## config.mk

```make
export PLATFORM = sky130hd
export DESIGN_NAME = serial_command_frame_handler_flat
export DESIGN_NICKNAME = d
export VERILOG_FILES = /design/src/rtl/sfh_pkg.sv /design/src/rtl/sfh_if.sv /design/src/rtl/serial_command_frame_handler.sv /design/src/flat_wrapper.sv
export VERILOG_INCLUDE_DIRS = /design/src /design/src/rtl
export SDC_FILE = /design/constraint.sdc
export NUM_CORES = 1
export LEC_CHECK = 0
export BUFFER_PORTS_ARGS = -buffer_cell sky130_fd_sc_hd__buf_4
export CAP_MARGIN = 20
export CORE_MARGIN = 2
export CORE_UTILIZATION = 60
export CTS_CLUSTER_SIZE = 24
export DETAILED_ROUTE_END_ITERATION = 8
export PLACE_DENSITY = 0.93
export SYNTH_ARGS = -nofsm -noshare
export SYNTH_HDL_FRONTEND = slang
export SYNTH_SLANG_ARGS = --single-unit
```

## constraint.sdc

```tcl
create_clock -name clk_i -period 5.05 [get_ports clk_i]
set_clock_uncertainty 0.05 [all_clocks]
set_input_delay 0.505 -clock clk_i [delete_from_list [all_inputs] [get_ports clk_i]]
set_output_delay 0.505 -clock clk_i [all_outputs]
set_load 0.02 [all_outputs]
```

## src/rtl/serial_command_frame_handler_assert.svh

```systemverilog
// assertion macros for the serial command frame handler
`ifndef SERIAL_COMMAND_FRAME_HANDLER_ASSERT_SVH
`define SERIAL_COMMAND_FRAME_HANDLER_ASSERT_SVH

// same-cycle implication, disabled in reset
`define SFH_ASSERT_IMPLY(label, clk, rst_n, ante, cons) \
  label: assert property (@(posedge clk) disable iff (!(rst_n)) (ante) |-> (cons)) \
    else $error("sfh assertion failed");

// next-cycle implication, disabled in reset
`define SFH_ASSERT_NEXT(label, clk, rst_n, ante, cons) \
  label: assert property (@(posedge clk) disable iff (!(rst_n)) (ante) |=> (cons)) \
    else $error("sfh assertion failed");

`endif

```

## src/rtl/sfh_pkg.sv

```systemverilog
// types and constants of the serial command frame handler
`timescale 1ns / 1ps

package sfh_pkg;

  // frame bytes
  localparam logic [7:0] HDR1_BYTE  = 8'hFA;
  localparam logic [7:0] HDR2_BYTE  = 8'hAF;
  localparam logic [7:0] TAIL1_BYTE = 8'hFB;
  localparam logic [7:0] TAIL2_BYTE = 8'hBF;

  // response bytes
  localparam logic [7:0] RSP_HDR1_BYTE  = 8'hFC;
  localparam logic [7:0] RSP_HDR2_BYTE  = 8'hCF;
  localparam logic [7:0] RSP_LEN_BYTE   = 8'h03;
  localparam logic [7:0] RSP_TAIL1_BYTE = 8'hFD;
  localparam logic [7:0] RSP_TAIL2_BYTE = 8'hDF;
  localparam logic [7:0] RESULT_OK      = 8'h01;
  localparam logic [7:0] RESULT_FAIL    = 8'h00;

  // commands and data codes
  localparam logic [7:0] CMD_LED   = 8'h01;
  localparam logic [7:0] CMD_BLINK = 8'h02;
  localparam logic [7:0] DATA_OFF  = 8'h00;
  localparam logic [7:0] DATA_ON   = 8'h01;

  // response word positions
  localparam logic [2:0] RSP_POS_HDR1   = 3'd0;
  localparam logic [2:0] RSP_POS_HDR2   = 3'd1;
  localparam logic [2:0] RSP_POS_LEN    = 3'd2;
  localparam logic [2:0] RSP_POS_RESULT = 3'd3;
  localparam logic [2:0] RSP_POS_TAIL1  = 3'd4;
  localparam logic [2:0] RSP_POS_TAIL2  = 3'd5;

  typedef enum logic [2:0] {
    PH_HDR1  = 3'd0,
    PH_HDR2  = 3'd1,
    PH_CMD   = 3'd2,
    PH_DATA  = 3'd3,
    PH_TAIL1 = 3'd4,
    PH_TAIL2 = 3'd5
  } phase_e;

  typedef struct packed {
    logic [7:0] rx_byte;
    logic       running;
    logic       tx_idle;
  } in_item_t;

  typedef struct packed {
    logic       tx_valid;
    logic [7:0] tx_byte;
    logic       led_write;
    logic       led_on;
    logic       blink_start;
    logic [8:0] blink_toggles;
    logic       blink_stop;
    logic       last;
  } out_item_t;

  // pending action of one completed frame
  typedef struct packed {
    logic       tx_resp;
    logic       res_ok;
    logic       led_write;
    logic       led_on;
    logic       blink_start;
    logic [8:0] blink_toggles;
    logic       blink_stop;
  } action_t;

endpackage

```

## src/rtl/sfh_if.sv

```systemverilog
// valid/ready stream interfaces of the serial command frame handler
`timescale 1ns / 1ps

interface sfh_in_if;
  import sfh_pkg::*;
  logic     valid;
  logic     ready;
  in_item_t data;
  modport source (output valid, output data, input ready);
  modport sink (input valid, input data, output ready);
endinterface

interface sfh_out_if;
  import sfh_pkg::*;
  logic      valid;
  logic      ready;
  out_item_t data;
  modport source (output valid, output data, input ready);
  modport sink (input valid, input data, output ready);
endinterface

```

## src/rtl/serial_command_frame_handler.sv

```systemverilog
// Serial command frame handler: takes one received byte per cycle and parses
// frames FA AF cmd data FB BF. The parser state updates in the cycle a word is
// accepted, so a byte can be taken every cycle while the queue has room. A
// completed frame that does something is turned into an action and held in a
// two-entry action queue; if the queue was empty, its first word is offered in
// the cycle after the closing byte is accepted. The queue head drives the output:
// one word for an action without response, six words (FC CF 03 result FD DF) for
// a response, one per cycle while the receiver is ready, with the LED and blink
// fields on the first word and last on the final one. Input ready depends only on
// the queue fill and drops while both queue entries are occupied; every byte
// offered then waits until the head has drained its last word.
`timescale 1ns / 1ps

module serial_command_frame_handler (
  input logic     clk_i,
  input logic     rst_ni,
  sfh_in_if.sink    cmd_i,
  sfh_out_if.source rsp_o
);
  import sfh_pkg::*;

`include "serial_command_frame_handler_assert.svh"

  localparam logic [2:0] LAST_POS = RSP_POS_TAIL2;

  phase_e     phase_q, phase_d;
  logic [7:0] command_q, command_d;
  logic [7:0] data_q, data_d;

  action_t    queue_q [2];
  logic       wr_ptr_q, rd_ptr_q;
  logic [1:0] cnt_q;
  logic [2:0] pos_q;

  logic       accept;
  logic       take;
  logic [7:0] rx;
  logic       push;
  action_t    push_act;
  logic       pop;
  logic       out_fire;
  action_t    head;

  assign rx       = cmd_i.data.rx_byte;
  assign cmd_i.ready = (cnt_q != 2'd2);
  assign accept   = cmd_i.valid && cmd_i.ready;
  assign take     = accept && cmd_i.data.running;

  // parser next state
  always_comb begin
    phase_d   = phase_q;
    command_d = command_q;
    data_d    = data_q;
    if (take) begin
      case (phase_q)
        PH_HDR1: begin
          if (rx == HDR1_BYTE) phase_d = PH_HDR2;
        end
        PH_HDR2: begin
          phase_d = (rx == HDR2_BYTE) ? PH_CMD : PH_HDR1;
        end
        PH_CMD: begin
          command_d = rx;
          phase_d   = PH_DATA;
        end
        PH_DATA: begin
          data_d  = rx;
          phase_d = PH_TAIL1;
        end
        PH_TAIL1: begin
          phase_d = (rx == TAIL1_BYTE) ? PH_TAIL2 : PH_HDR1;
        end
        PH_TAIL2: begin
          phase_d = PH_HDR1;
        end
        default: begin
          phase_d = PH_HDR1;
        end
      endcase
    end
  end

  // action of a completed frame
  always_comb begin
    push     = 1'b0;
    push_act = '0;
    if (take && phase_q == PH_TAIL2 && rx == TAIL2_BYTE) begin
      case (command_q)
        CMD_LED: begin
          if (data_q == DATA_OFF || data_q == DATA_ON) begin
            push               = 1'b1;
            push_act.tx_resp   = cmd_i.data.tx_idle;
            push_act.res_ok    = 1'b1;
            push_act.led_write = 1'b1;
            push_act.led_on    = (data_q == DATA_ON);
          end else if (cmd_i.data.tx_idle) begin
            push             = 1'b1;
            push_act.tx_resp = 1'b1;
          end
        end
        CMD_BLINK: begin
          push = 1'b1;
          if (data_q == DATA_OFF) begin
            push_act.tx_resp    = cmd_i.data.tx_idle;
            push_act.res_ok     = 1'b1;
            push_act.blink_stop = 1'b1;
            push_act.led_write  = 1'b1;
          end else begin
            push_act.blink_start   = 1'b1;
            push_act.blink_toggles = {data_q, 1'b0};
          end
        end
        default: begin
          push = 1'b0;
        end
      endcase
    end
  end

  // parser registers
  always_ff @(posedge clk_i or negedge rst_ni) begin
    if (!rst_ni) begin
      phase_q   <= PH_HDR1;
      command_q <= '0;
      data_q    <= '0;
    end else begin
      phase_q   <= phase_d;
      command_q <= command_d;
      data_q    <= data_d;
    end
  end

  // action queue storage
  always_ff @(posedge clk_i) begin
    if (push) begin
      queue_q[wr_ptr_q] <= push_act;
    end
  end

  assign head     = queue_q[rd_ptr_q];
  assign out_fire = rsp_o.valid && rsp_o.ready;
  assign pop      = out_fire && rsp_o.data.last;

  // queue pointers, fill count and response position
  always_ff @(posedge clk_i or negedge rst_ni) begin
    if (!rst_ni) begin
      wr_ptr_q <= 1'b0;
      rd_ptr_q <= 1'b0;
      cnt_q    <= '0;
      pos_q    <= '0;
    end else begin
      if (push) wr_ptr_q <= ~wr_ptr_q;
      if (pop) begin
        rd_ptr_q <= ~rd_ptr_q;
        pos_q    <= '0;
      end else if (out_fire) begin
        pos_q <= pos_q + 3'd1;
      end
      case ({push, pop})
        2'b10:   cnt_q <= cnt_q + 2'd1;
        2'b01:   cnt_q <= cnt_q - 2'd1;
        default: cnt_q <= cnt_q;
      endcase
    end
  end

  // output word from the queue head
  always_comb begin
    rsp_o.valid = (cnt_q != 2'd0);
    rsp_o.data  = '0;
    if (head.tx_resp) begin
      rsp_o.data.tx_valid = 1'b1;
      case (pos_q)
        RSP_POS_HDR1:   rsp_o.data.tx_byte = RSP_HDR1_BYTE;
        RSP_POS_HDR2:   rsp_o.data.tx_byte = RSP_HDR2_BYTE;
        RSP_POS_LEN:    rsp_o.data.tx_byte = RSP_LEN_BYTE;
        RSP_POS_RESULT: rsp_o.data.tx_byte = head.res_ok ? RESULT_OK : RESULT_FAIL;
        RSP_POS_TAIL1:  rsp_o.data.tx_byte = RSP_TAIL1_BYTE;
        RSP_POS_TAIL2:  rsp_o.data.tx_byte = RSP_TAIL2_BYTE;
        default:        rsp_o.data.tx_byte = '0;
      endcase
      rsp_o.data.last = (pos_q == LAST_POS);
    end else begin
      rsp_o.data.last = 1'b1;
    end
    // side-band fields only on the first word
    if (pos_q == RSP_POS_HDR1) begin
      rsp_o.data.led_write     = head.led_write;
      rsp_o.data.led_on        = head.led_on;
      rsp_o.data.blink_start   = head.blink_start;
      rsp_o.data.blink_toggles = head.blink_toggles;
      rsp_o.data.blink_stop    = head.blink_stop;
    end
  end

  // assertions
  `SFH_ASSERT_IMPLY(a_empty_pos_zero, clk_i, rst_ni, cnt_q == 2'd0, pos_q == 3'd0)
  `SFH_ASSERT_NEXT(a_pos_steps, clk_i, rst_ni, out_fire && !pop, pos_q == $past(pos_q) + 3'd1)
  `SFH_ASSERT_NEXT(a_cnt_grows, clk_i, rst_ni, push && !pop, cnt_q == $past(cnt_q) + 2'd1)

endmodule

```

## src/flat_wrapper.sv

```systemverilog
// flat-port wrapper written by rule: the top's interface ports become plain ports
module serial_command_frame_handler_flat import sfh_pkg::*;
  (clk_i, rst_ni, cmd_i_valid, cmd_i_data, cmd_i_ready, rsp_o_valid, rsp_o_data, rsp_o_ready);
  sfh_in_if cmd_i_i ();
  sfh_out_if rsp_o_i ();
  input logic clk_i;
  input logic rst_ni;
  input wire logic [$bits(cmd_i_i.valid)-1:0] cmd_i_valid;
  input wire logic [$bits(cmd_i_i.data)-1:0] cmd_i_data;
  output wire logic [$bits(cmd_i_i.ready)-1:0] cmd_i_ready;
  output wire logic [$bits(rsp_o_i.valid)-1:0] rsp_o_valid;
  output wire logic [$bits(rsp_o_i.data)-1:0] rsp_o_data;
  input wire logic [$bits(rsp_o_i.ready)-1:0] rsp_o_ready;
  assign cmd_i_i.valid = cmd_i_valid;
  assign cmd_i_i.data = cmd_i_data;
  assign cmd_i_ready = cmd_i_i.ready;
  assign rsp_o_valid = rsp_o_i.valid;
  assign rsp_o_data = rsp_o_i.data;
  assign rsp_o_i.ready = rsp_o_ready;
  serial_command_frame_handler u_core (.clk_i(clk_i), .rst_ni(rst_ni), .cmd_i(cmd_i_i), .rsp_o(rsp_o_i));
endmodule
```

## After elaboration in Yosys (flattened, before gate mapping)

Memories as Yosys holds them, arrays and structs flattened.
Cells that the tools add are included.

- Flip-flop bits (word level): 26
- Bits in writable memories: 30
- Output and inout bits: 25
- Memories: 1

Memory list:

| name | words | width | rd ports | clocked after memory_dff | wr ports | line | RTL |
|---|---|---|---|---|---|---|---|
| u_core.queue_q | 2 | 15 | 1 | 0 | 1 | serial_command_frame_handler.sv:30 | `action_t queue_q [2];` |

- $add $sub $neg: 3
- Equality and inequality tests: 21
- Muxes and demuxes: 27
- Bitwise operators: 2
- Reduce and logical (&&, ||, !) cells: 16

Operators with widths:

| kind | number |
|---|---|
| one-hot mux 8 bit (6 select lines) | 1 |
| equality test 8 bit, second input constant | 4 |
| 2-to-1 mux 3 bit | 6 |
| equality test 8 x 1 -> 1 bit, second input constant | 2 |
| 2-to-1 mux 15 bit | 1 |
| one-hot mux 3 bit (5 select lines) | 1 |
| 2-to-1 mux 13 bit | 1 |
| equality test 3 x 2 -> 1 bit, second input constant | 4 |
| equality test 3 bit, second input constant | 4 |
| 2-to-1 mux 11 bit | 1 |
| 2-to-1 mux 1 bit | 10 |
| 2-to-1 mux 10 bit | 1 |
| 2-to-1 mux 9 bit | 1 |
| equality test 8 x 2 -> 1 bit, second input constant | 1 |
| logical NOT 8 bit | 1 |
| equality test 3 x 1 -> 1 bit, second input constant | 2 |
| logical AND 1 bit | 6 |
| logical NOT 3 bit | 2 |
| one-hot mux 3 bit (2 select lines) | 1 |
| AND reduction 2 bit | 3 |
| nonzero test 2 bit | 3 |
| one-hot mux 2 bit (2 select lines) | 1 |
| adder 3 x 1 -> 3 bit, second input constant | 1 |
| adder 2 x 1 -> 2 bit, second input constant | 1 |
| 9 further kinds | 10 |

## Longest topological paths before layout

Gate-level depths: netlist (run 1).

- Depth in word-level cells: 8
- Depth in mapped cells: 8
- Depth with buffers taken out: 8

## Worst setup path after synthesis (run 1)

Ideal clock, no wire load.

- Kind: input port to flip-flop
- From: in cmd_i_data[5]
- To: mem u_core.queue_q[1][0] (netlist name), enable pin
- Setup time: 0.382 ns
- Arrival time: 1.981 ns
- Required time: 4.618 ns
- Setup slack: 2.636 ns
- Cell stages on the path: 4
- Path buffers: 0
- Cell sequence: nand4b_1 -> or3_4 -> a2111o_1 -> nor2_1

- Word-level cells in the longest chain between the ends: 5

Ends and longest elaborated chain:

| what | line | RTL |
|---|---|---|
| start, declared | flat_wrapper.sv:9 | `input wire logic [$bits(cmd_i_i.data)-1:0] cmd_i_data;` |
| equality test 8 bit | serial_command_frame_handler.sv:87 | `if (take && phase_q == PH_TAIL2 && rx == TAIL2_BYTE) begin` |
| logical AND 1 bit | serial_command_frame_handler.sv:87 |  |
| 2-to-1 mux 1 bit | serial_command_frame_handler.sv:87 |  |
| 2-to-1 mux 1 bit | serial_command_frame_handler.sv:135 | `if (push) begin` |
| 2-to-1 mux 1 bit (implied by the code) | serial_command_frame_handler.sv:136 | `queue_q[wr_ptr_q] <= push_act;` |
| end, declared | serial_command_frame_handler.sv:30 |  |

Every way passes these cells.

## Worst setup path in the final report (run 1)

- From: reg u_core.rd_ptr_q
- To: out rsp_o_data[14]

- Word-level cells in the longest chain between the ends: 4

Ends and longest elaborated chain:

| what | line | RTL |
|---|---|---|
| start, declared | serial_command_frame_handler.sv:31 | `logic wr_ptr_q, rd_ptr_q;` |
| start signal, assigned | serial_command_frame_handler.sv:154 | `rd_ptr_q <= ~rd_ptr_q;` |
| memory read (2 x 15 bit) * | n/a |  |
| 2-to-1 mux 1 bit | serial_command_frame_handler.sv:177 | `RSP_POS_RESULT: rsp_o.data.tx_byte = head.res_ok ? RESULT_OK : RESULT_FAIL;` |
| one-hot mux 8 bit (6 select lines) | serial_command_frame_handler.sv:173 | `case (pos_q)` |
| 2-to-1 mux 9 bit * | serial_command_frame_handler.sv:171 | `if (head.tx_resp) begin` |
| end, declared | flat_wrapper.sv:12 | `output wire logic [$bits(rsp_o_i.data)-1:0] rsp_o_data;` |

Every way passes the cells marked *; elsewhere a longest branch is shown, timed or not.

==> results.md, run 1 <==
* Outcome: finished clean
* Die height at 68.70 um
* Max Fclk at 362.2 MHz
* Clock power frac at 36.5%
* Syn-to-layout area delta at 16.64%
* Detailed Routing Iterations Pass 1 at 4
* Slew HR at 51.84%
* Ant. Diodes at 0
* RSZ-0062 raised after global routing: false
* Final cell count without fillers at 285
* CP arrival at 2210 ps
* Worst Setup Path Type: reg2out
* Most frequent cells in the layout: 39 x buf_4, 26 x dfrtp_1, 26 x edfxtp_1
* Post-route DRC at 0
* Switching power at 159.4 uW
* Seq/Total Area, Yosys at 57.00%
* Post-layout min period at 2761 ps
* Routed vias/inst at 5.456
* Startpoint Class: register
* Post-placement cell count at 275
* Commonest non-fill, non-tap cell in the layout: buf_4
* Final Cycle Share at 54.67%
* Setup ws final at 2289 ps
* Synth Warn # at 0
* Pins Over Slew Limit at 0
* Mean Syn Cell Area at 12.81 um^2
* Power Internal at 611.3 uW
* GRT overflow at 0
* # rows at 23
* TritonCTS clock tree: yes
* Synth cell types at 44
* Final hold vios at 0
* FF+latch count, synth at 52
* ANT nets after route at 0
* Clk buf depth at 2
* Largest net degree at the start of global routing at 27
* CTS Hold Bufs at 0
* Met3 Use GR at 5.195%
* Die span in x at 68.70 um
* Via count at 1555
* TritonCTS Buffers at 5
* I/O Buffers at 37
* Met2 global-route usage at 32.57%
* Global-route wire length before repair at 6.727 mm
* Dpl ws at 2217 ps
* Leakage power total at 1.283 nW
* Core area at 4000 um^2
* CTS resizes at 0
* Gate power share at 4.4%
* Syn Inst Count at 196
* Switching share of total power at 20.68%
* Met1 Usage GRT at 25.61%
* Most Used Layer, Global Route: met2
* Initial antenna violation count at 0
* Placer Congestion at 0.8441
* Worst-Margin Slew at 722.4 ps
* Vias in the first global route at 1455
* PwrDens at 263.1 nW/um^2
* Starting DRT DRC Count at 76
* Hpwl dp at 3.154 mm
* Post-layout nets at 254
* Final wirelength at 4.169 mm
* Die Area at 4719 um^2
* CP Data Required Time at 4490 ps
* Fillers at 279
* Synth Net Count at 216
* Maximum vdd drop at 0.2351 mV
* Critical Path Fanout Max at 14
* Worst-path clk slew at 90 ps
* Fin Setup TNS at 0 ps
* CP Capture Type: output port
* CTS Root Cell: clkbuf_8
* Final setup violation count at 0
* Share of cells above drive strength 1 at 30.64%
* Post-CTS setup buffers at 0
* I/O pin cnt at 39
* CTS Sinks at 52
* Worst hold path class: in2async
* Avg WL per Cell at 14.63 um
* Clk Latency, worst-skew pair at 300 ps
* Starting Density at 62.78%
* Sequential power share at 59.1%
* Max-cap check violation count at 0
* H-tree depth at 2
* Mapped Area at 2511 um^2
* Gr usage total at 20.18%
* R2r setup slk at 2560 ps
==> final timing paths <==
path | startpoint | to | cells after the start
min in group clk_i | cmd_i_data[8] | u_core.data_q[6] | 2
max in group asynchronous | rst_ni | u_core.data_q[7] | 1
setup / recovery | u_core.rd_ptr_q | rsp_o_data[14] | 4
setup reg to reg | u_core.phase_q[1] | u_core.queue_q[1][11] | 5
hold reg to reg | u_core.wr_ptr_q | u_core.wr_ptr_q | 1
hold / removal | rst_ni | u_core.pos_q[0] | 1
==> critical path, cell delays in order (launching register included) <==
cell and delay, ps:
dfrtp_1 810, mux2_2 420, a2111oi_0 420, nor2_1 80
buf_4 170
==> power groups by stage <==
stage	clock, mW	sequential, mW	combinational [mW]
global placement	0	0.465	0.0332
detailed placement	0	0.465	0.0343
global route	0.302	0.458	0.0380
finish	0.281	0.456	0.0340
floorplan	0	0.463	0.0165
CTS	0.286	0.456	0.0341
==> layout make-up <==
cell class	count	area [um^2]	share of cell area, %
clock buffer	5	68.82	2.349
clock inverter	3	47.55	1.623
inverter	10	37.54	1.282
multi-input combinational	126	988.4	33.75
sequential	52	1431	48.87
tap	50	62.56	2.136
timing repair buffer	39	292.8	9.996
==> registers in the layout, summed over array words and instances (netlist names) <==
register,flops
u_core.pos_q,3
u_core.data_q,8
u_core.phase_q,3
u_core.command_q,8
u_core.wr_ptr_q,1
u_core.cnt_q,2
u_core.queue_q,26
u_core.rd_ptr_q,1
==> synthesized netlist by cell type <==
master     number  area (um^2)
xor2_1          2        17.52
buf_6           1        11.26
o31ai_1         1        7.510
ha_1            6        75.07
nand2_1         9        33.78
mux2i_1        12        120.1
buf_2           1        5.000
nor3_1          4        20.02
nand2b_4        1        13.76
a2111oi_0       1        8.760
or3_4           1        11.26
or2_2           1        6.260
and4bb_2        1        12.51
nand2b_1        1        6.260
buf_4           4        30.03
a21o_1          1        7.510
inv_1          10        37.54
nand4b_1        3        26.28
nand4_1         1        6.260
a2111o_1        1        11.26
and2_1          9        56.30
dfrtp_1        26        650.6
o21a_1          2        15.01
nor2b_1         2        12.51
o21ai_0         3        15.01
mux2_4          8        120.1
or3_1           1        6.260
a21oi_1         4        20.02
nor3_2          1        10.01
nor4_1          3        18.77
mux2_2         10        112.6
edfxtp_1       26        780.8
o22ai_1         1        6.260
and3_1          2        12.51
clkbuf_1        2        7.510
nor4_4          1        21.27
a41oi_1         1        8.760
nor2_1         23        86.33
a32o_1          1        10.01
o211a_1         1        10.01
nand3_4         1        17.52
or4_1           2        15.01
xnor2_1         3        26.28
conb_1          1        3.750
==> cell families (layout without fill, tap and decap cells) <==
| group | Yosys count | in the layout | share of synthesized area (%) |
|---|---|---|---|
| other cells | 1 | 1 | 0.1493 |
| simple gates | 67 | 67 | 15.65 |
| xor+xnor | 5 | 5 | 1.744 |
| mux | 30 | 30 | 14.05 |
| fa+ha+maj | 6 | 6 | 2.989 |
| compound gates | 17 | 17 | 4.783 |
| flops | 52 | 52 | 57.00 |
| buf+inv | 18 | 57 | 3.637 |
==> per-layer routing <==
metal  vias up  share of wire [%]
met5         -                  0
met4         0                2.8
met3        11                4.0
met2        42                 49
met1       726                 44
li1        776                  -
==> metrics by stage <==
step / instance area (um^2) / hold WS [ps] / util (%) / power [mW]
final: 2929 / 36.12 / 73.22 / 0.7707
after detailed placement: 2798 / 376.7 / 69.94 / 0.4990
after CTS: 2914 / 41.52 / 72.85 / 0.7759
after floorplan: 2511 / 159.4 / - / 0.4794
after global placement: 2798 / 376.4 / 69.94 / 0.4981
after global routing: 2929 / 58.69 / 73.22 / 0.7976
Power figures use the tool's default switching activity.
==> run 2, diff against run 1 <==
Settings changed: CORE_UTILIZATION 60 to 51, PLACE_DENSITY 0.93 to 0.85.
Clock period 5.05 ns to 2.48 ns, I/O delays scaled along.
==> run 2 against run 1 <==
  * Total power rose by 92%
  * Largest power group unchanged
  * Largest cell class unchanged
  * Wire length increased by 5.3%
  * Clock power grew 71%
  * Highest routed layer unchanged
  * Sequential power is 100% higher
  * Register-to-register slack worse by 2300 ps
  * First-iteration DRC count increased by 79%
  * Die area rose by 17%
  * Via count up 1.5%
  * Critical endpoint is now u_core.cnt_q[1]
  * Critical path depth increased by 2
==> results.md, run 2 (synthesis results as in run 1) <==
* R2r worst-path depth at 6 (+1)
* Fin Setup TNS at 0 ps (unchanged)
* Global-route wire length before repair at 7.293 mm (+8.4%)
* Via count at 1579 (+1.5%)
* Post-route DRC at 0 (unchanged)
* # rows at 25 (+8.7%)
* Largest net degree at the start of global routing at 27 (unchanged)
* Post-layout min period at 2178 ps
* Final setup violation count at 0 (unchanged)
* R2r setup slk at 300 ps (-2260 ps)
* GRT overflow at 0 (unchanged)
* Crit-path max cell delay at 440 ps (-370 ps)
* Placer Congestion at 0.7438 (-12%)
* ANT nets after route at 0 (unchanged)
* Hpwl dp at 3.260 mm (+3.4%)
* Slew HR at 62.94% (+11 points)
* CTS Sinks at 52 (unchanged)
* Startpoint Class: register
* Clk buf depth at 2 (unchanged)
* Worst hold slack at 154.2 ps (+118.1 ps)
* Final hold vios at 0 (unchanged)
* Post-CTS setup buffers at 0 (unchanged)
* Starting Density at 53.17% (-9.6 points)
* CP Data Required Time at 2660 ps (-1830 ps)
* Worst r2r src: u_core.phase_q[1]
* Avg WL per Cell at 14.45 um (-1.2%)
* Clk Latency, worst-skew pair at 300 ps (about the same)
* Largest Register: u_core.queue_q
* RSZ-0062 raised after global routing: false
* Worst-path clk slew at 100 ps (about the same)
* Worst-Margin Slew at 551.7 ps (-170.6 ps)
* Worst Setup Path Type: reg2reg
* Die height at 74.17 um (+8.0%)
* FF-to-FF End: u_core.cnt_q[1]
* Post-placement cell count at 295 (+7.3%)
* Worst hold path class: in2reg
* Max reg flops at 26 (unchanged)
* Final Power at 1.481 mW (+92%)
* Share of cells above drive strength 1 at 30.80% (+0.16 points)
* Final Cycle Share at 87.81%
* TritonCTS clock tree: yes
* Critical path's slowest cell: or3_4
* Die Area at 5501 um^2 (+17%)
* Maximum vdd drop at 0.2802 mV (+19%)
* Most frequent cells in the layout: 40 x buf_4, 26 x dfrtp_1, 26 x edfxtp_1
* CTS resizes at 0 (unchanged)
* I/O Buffers at 37 (unchanged)
* Post-layout nets at 256 (+0.79%)
* Final wirelength at 4.392 mm (+5.3%)
* CP Capture Type: register
* PwrDens at 503.2 nW/um^2 (+91%)
* Pins Over Slew Limit at 0 (unchanged)
* Critical Path Fanout Max at 5 (-9)
* Worst hold endpoint: u_core.data_q[6]
* Final cell count without fillers at 304 (+6.7%)
* Gr usage total at 17.64% (-2.5 points)
* Final core occ at 62.33% (-11 points)
* TritonCTS Buffers at 5 (unchanged)
* CP arrival at 2360 ps (+150 ps)
* Vias in the first global route at 1594 (+9.6%)
* Commonest non-fill, non-tap cell in the layout: buf_4
* Initial antenna violation count at 0 (unchanged)
* Critical-path cell list: nand4b_1 > or3_4 > a2111o_1 > ha_1 > nor2_1 > xor2_1
* Routed vias/inst at 5.194 (-4.8%)
* Ant. Diodes at 0 (unchanged)
* CTS Root Cell: clkbuf_8
* Leakage power total at 1.307 nW (+1.9%)
* Max Fclk at 459.2 MHz
* Starting DRT DRC Count at 136 (+79%)
* Die span in x at 74.17 um (+8.0%)
* Syn-to-layout area delta at 17.24%
* I/O pin cnt at 39 (unchanged)
* Worst Hold Depth at 2
* Biggest regs: u_core.queue_q: 26 flops, u_core.command_q: 8 flops, u_core.data_q: 8 flops
* Hold path start: cmd_i_data[8]
* Detailed Routing Iterations Pass 1 at 4 (unchanged)
* Max-cap check violation count at 0 (unchanged)
* Outcome: finished clean
* Core area at 4723 um^2 (+18%)
* H-tree depth at 2 (unchanged)
## run 2: timing repair
action,CTS,global route
hold endpoints to repair,26,0
hold buffers,1,0
endpoints found under the setup margin,0,0
## run 2: layer usage
metal / vias to the layer above / GRT usage, % / part of all wire (%)
met5: - / 0 / 0
met3: 5 / 4.607 / 3.8
met1: 769 / 22.00 / 45
met4: 0 / 6.465 / 1.3
li1: 772 / - / -
met2: 33 / 29.76 / 50
## run 2: critical path, delay by kind of cell (launching register included)
| family | cells | cell delay (ps) |
|---|---|---|
| simple gates | 3 | 800 |
| flops | 1 | 390 |
| compound gates | 1 | 370 |
| fa+ha+maj | 1 | 330 |
| xor+xnor | 1 | 160 |
## run 2: report_power, final
| group | internal [mW] | switching [mW] | leakage (nW) |
|---|---|---|---|
| clock network | 0.200 | 0.280 | 0.0404 |
| registers | 0.909 | 0.0195 | 0.616 |
| logic | 0.0333 | 0.0391 | 0.650 |
## run 2: worst max path at each step
| stage | from | end | slack, ps | cells after the start |
|---|---|---|---|---|
| after floorplan | u_core.phase_q[1] | u_core.queue_q[1][0] | 130 | 4 |
| after global placement | u_core.phase_q[1] | u_core.cnt_q[1] | 410 | 7 |
| after detailed placement | u_core.phase_q[1] | u_core.cnt_q[1] | 320 | 6 |
| after CTS | u_core.phase_q[1] | u_core.cnt_q[1] | 300 | 6 |
| after global routing | u_core.command_q[3] | u_core.cnt_q[1] | 150 | 6 |
| final | u_core.phase_q[1] | u_core.cnt_q[1] | 300 | 6 |
## run 2: area by class of cell
| class | count | area (um^2) |
|---|---|---|
| multi-input cells | 126 | 988.4 |
| flip-flops and latches | 52 | 1431 |
| inverters | 10 | 37.54 |
| fillers | 359 | 1779 |
| repair buffers | 41 | 310.3 |
| well taps | 67 | 83.83 |
| clock inverters | 3 | 23.77 |
| clock buffers | 5 | 68.82 |
## run 2: stage by stage
stage | area (um^2) | setup slack [ps]
3_3_place_gp | 2841 | 408.1
3_5_place_dp | 2841 | 323.8
4_1_cts | 2944 | 298.7
2_1_floorplan | 2511 | 132.2
6_report | 2944 | 302.4
5_1_grt | 2944 | 145.2
==> run 3, diff against run 2 <==
==> constraint.sdc (replaced) <==
create_clock -name clk_i -period 2.48 [get_ports clk_i]
set_clock_uncertainty 0.05 [all_clocks]
set_input_delay 0.372 -clock clk_i [delete_from_list [all_inputs] [get_ports clk_i]]
set_output_delay 0.372 -clock clk_i [all_outputs]
set_load 0.02 [all_outputs]
==> run 3 against run 2 <==
  * First-iteration DRC count decreased by 54%
  * Combinational power decreased by 3.2%
  * Worst setup slack lost 35 ps
  * Design area increased by 0.13%
  * Largest cell class unchanged
  * Final cell count stayed put
  * Highest routed layer unchanged
  * Global-route usage fell by 1.1 points
  * Critical path type unchanged
  * Sequential cell count did not move
  * Clock power up 3%
==> results.md, run 3 (synthesis results as in run 1) <==
* Outcome: finished clean
* Vias in the first global route at 1459 (-8.5%)
* TritonCTS clock tree: yes
* Worst-path clk slew at 90 ps (about the same)
* CTS Root Cell: clkbuf_8
* Gr usage total at 16.57% (-1.1 points)
* Maximum vdd drop at 0.3712 mV (+32%)
* Worst Setup Path Type: reg2reg
* Post-placement cell count at 295 (unchanged)
* Final wirelength at 4.102 mm (-6.6%)
* Largest Register: u_core.queue_q
* Post-layout nets at 256 (unchanged)
* Starting DRT DRC Count at 63 (-54%)
* # rows at 25 (unchanged)
* Biggest regs: u_core.queue_q: 26 flops, u_core.command_q: 8 flops, u_core.data_q: 8 flops
* CTS Sinks at 52 (unchanged)
* CP Data Required Time at 2670 ps (about the same)
* Routed vias/inst at 5.102 (-1.8%)
* Syn-to-layout area delta at 17.39%
* Startpoint Class: register
* Via count at 1551 (-1.8%)
* Max Fclk at 451.9 MHz (-1.6%)
* Post-layout min period at 2213 ps (+35.10 ps)
* Hpwl dp at 3.113 mm (-4.5%)
* Pins Over Slew Limit at 0 (unchanged)
* I/O Buffers at 37 (unchanged)
* Leakage power total at 1.313 nW (+0.45%)
* Ant. Diodes at 0 (unchanged)
* Die Area at 5501 um^2 (unchanged)
* Fin Setup TNS at 0 ps (unchanged)
* Commonest non-fill, non-tap cell in the layout: buf_4
* Setup crit end: u_core.cnt_q[1]
* Detailed Routing Iterations Pass 1 at 4 (unchanged)
* Origin of the worst setup path: u_core.command_q[3]
* CTS Hold Bufs at 1 (unchanged)
* Core area at 4723 um^2 (unchanged)
* CP arrival at 2400 ps (+40 ps)
* Clk Latency, worst-skew pair at 310 ps (about the same)
* Worst-Margin Slew at 566.2 ps (+14.49 ps)
* Final hold vios at 0 (unchanged)
* Initial antenna violation count at 0 (unchanged)
* Avg WL per Cell at 13.49 um (-6.6%)
* Most frequent cells in the layout: 40 x buf_4, 26 x dfrtp_1, 26 x edfxtp_1
* Placer Congestion at 0.8466 (+14%)
* Starting Density at 53.17% (unchanged)
* Final core occ at 62.41% (+0.080 points)
* Worst r2r src: u_core.command_q[3]
* Die height at 74.17 um (unchanged)
* GRT overflow at 0 (unchanged)
* H-tree depth at 2 (unchanged)
* TritonCTS Buffers at 5 (unchanged)
* Post-route DRC at 0 (unchanged)
* CP Capture Type: register
* CTS resizes at 0 (unchanged)
* Die span in x at 74.17 um (unchanged)
* Final Power at 1.491 mW (+0.62%)
* PwrDens at 505.6 nW/um^2 (+0.49%)
* Max reg flops at 26 (unchanged)
* Share of cells above drive strength 1 at 30.80% (unchanged)
* R2r worst-path depth at 6 (unchanged)
* Final setup violation count at 0 (unchanged)
* FF-to-FF End: u_core.cnt_q[1]
* Worst hold path class: in2reg
* Hold path start: cmd_i_data[2]
* I/O pin cnt at 39 (unchanged)
* Setup ws final at 267.3 ps (-35.10 ps)
* ANT nets after route at 0 (unchanged)
* Largest net degree at the start of global routing at 27 (unchanged)
* Clk buf depth at 2 (unchanged)
* Dpl ws at 246.5 ps (-77.36 ps)
* RSZ-0062 raised after global routing: false
* Post-CTS setup buffers at 0 (unchanged)
* Final Cycle Share at 89.22% (+1.4 points)
* Global-route wire length before repair at 6.755 mm (-7.4%)
* Final cell count without fillers at 304 (unchanged)
* Critical Path Fanout Max at 4 (-1)
* R2r setup slk at 270 ps (-40 ps)
* Slew HR at 61.97% (-0.97 points)
* Max-cap check violation count at 0 (unchanged)
[run 3: changes by cell type in the layout (fill, tap and decap cells not counted), sizes merged]
cell / previous run / this run
clkinvlp: 2 / 1
inv: 10 / 11
[run 3: how the worst min path moves through the flow]
| stage | endpoint | slack (ps) | cells past startpoint |
|---|---|---|---|
| final | u_core.data_q[0] | 260 | 2 |
| after global routing | u_core.data_q[0] | 250 | 2 |
| after CTS | u_core.data_q[0] | 250 | 2 |
| after detailed placement | u_core.pos_q[1] | 250 | 1 |
| after global placement | u_core.pos_q[1] | 250 | 1 |
| after floorplan | u_core.cnt_q[0] | 30 | 0 |
[run 3: power by group]
part           total, mW  internal [mW]  switching [mW]
registers          0.927          0.909          0.0182
clock network      0.493          0.207           0.286
logic             0.0701         0.0332          0.0369
total               1.49           1.15           0.341
[run 3: critical path, stage by stage, from the launching register on]
cell,delay [ps]
dfrtp_1,390
nor4_1,340
nand4b_1,260
a2111o_1,470
ha_1,330
nor2_1,140
xor2_1,160
[run 3: area by class of cell]
class	instances	area (um^2)
Clock inverter	3	27.53
Inverter	10	37.54
Multi-Input combinational cell	126	988.4
Clock buffer	5	68.82
Fill cell	383	1775
Sequential cell	52	1431
Timing Repair Buffer	41	310.3
Tap cell	67	83.83
[run 3: layer usage]
metal  wire length (um)  part of all wire [%]  GRT usage, %
met2               2070                    50         27.28
met4                 75                   1.8         7.273
met3                137                   3.3         3.659
met5                  0                     0             0
met1               1819                    44         21.20
[run 3: per-stage QoR]
| step | instance area, um^2 | hold slack (ps) |
|---|---|---|
| 3_5_place_dp | 2841 | 246.3 |
| 4_1_cts | 2948 | 250.6 |
| 3_3_place_gp | 2841 | 246.2 |
| 2_1_floorplan | 2511 | 26.41 |
| 5_1_grt | 2948 | 245.9 |
| 6_report | 2948 | 258.9 |
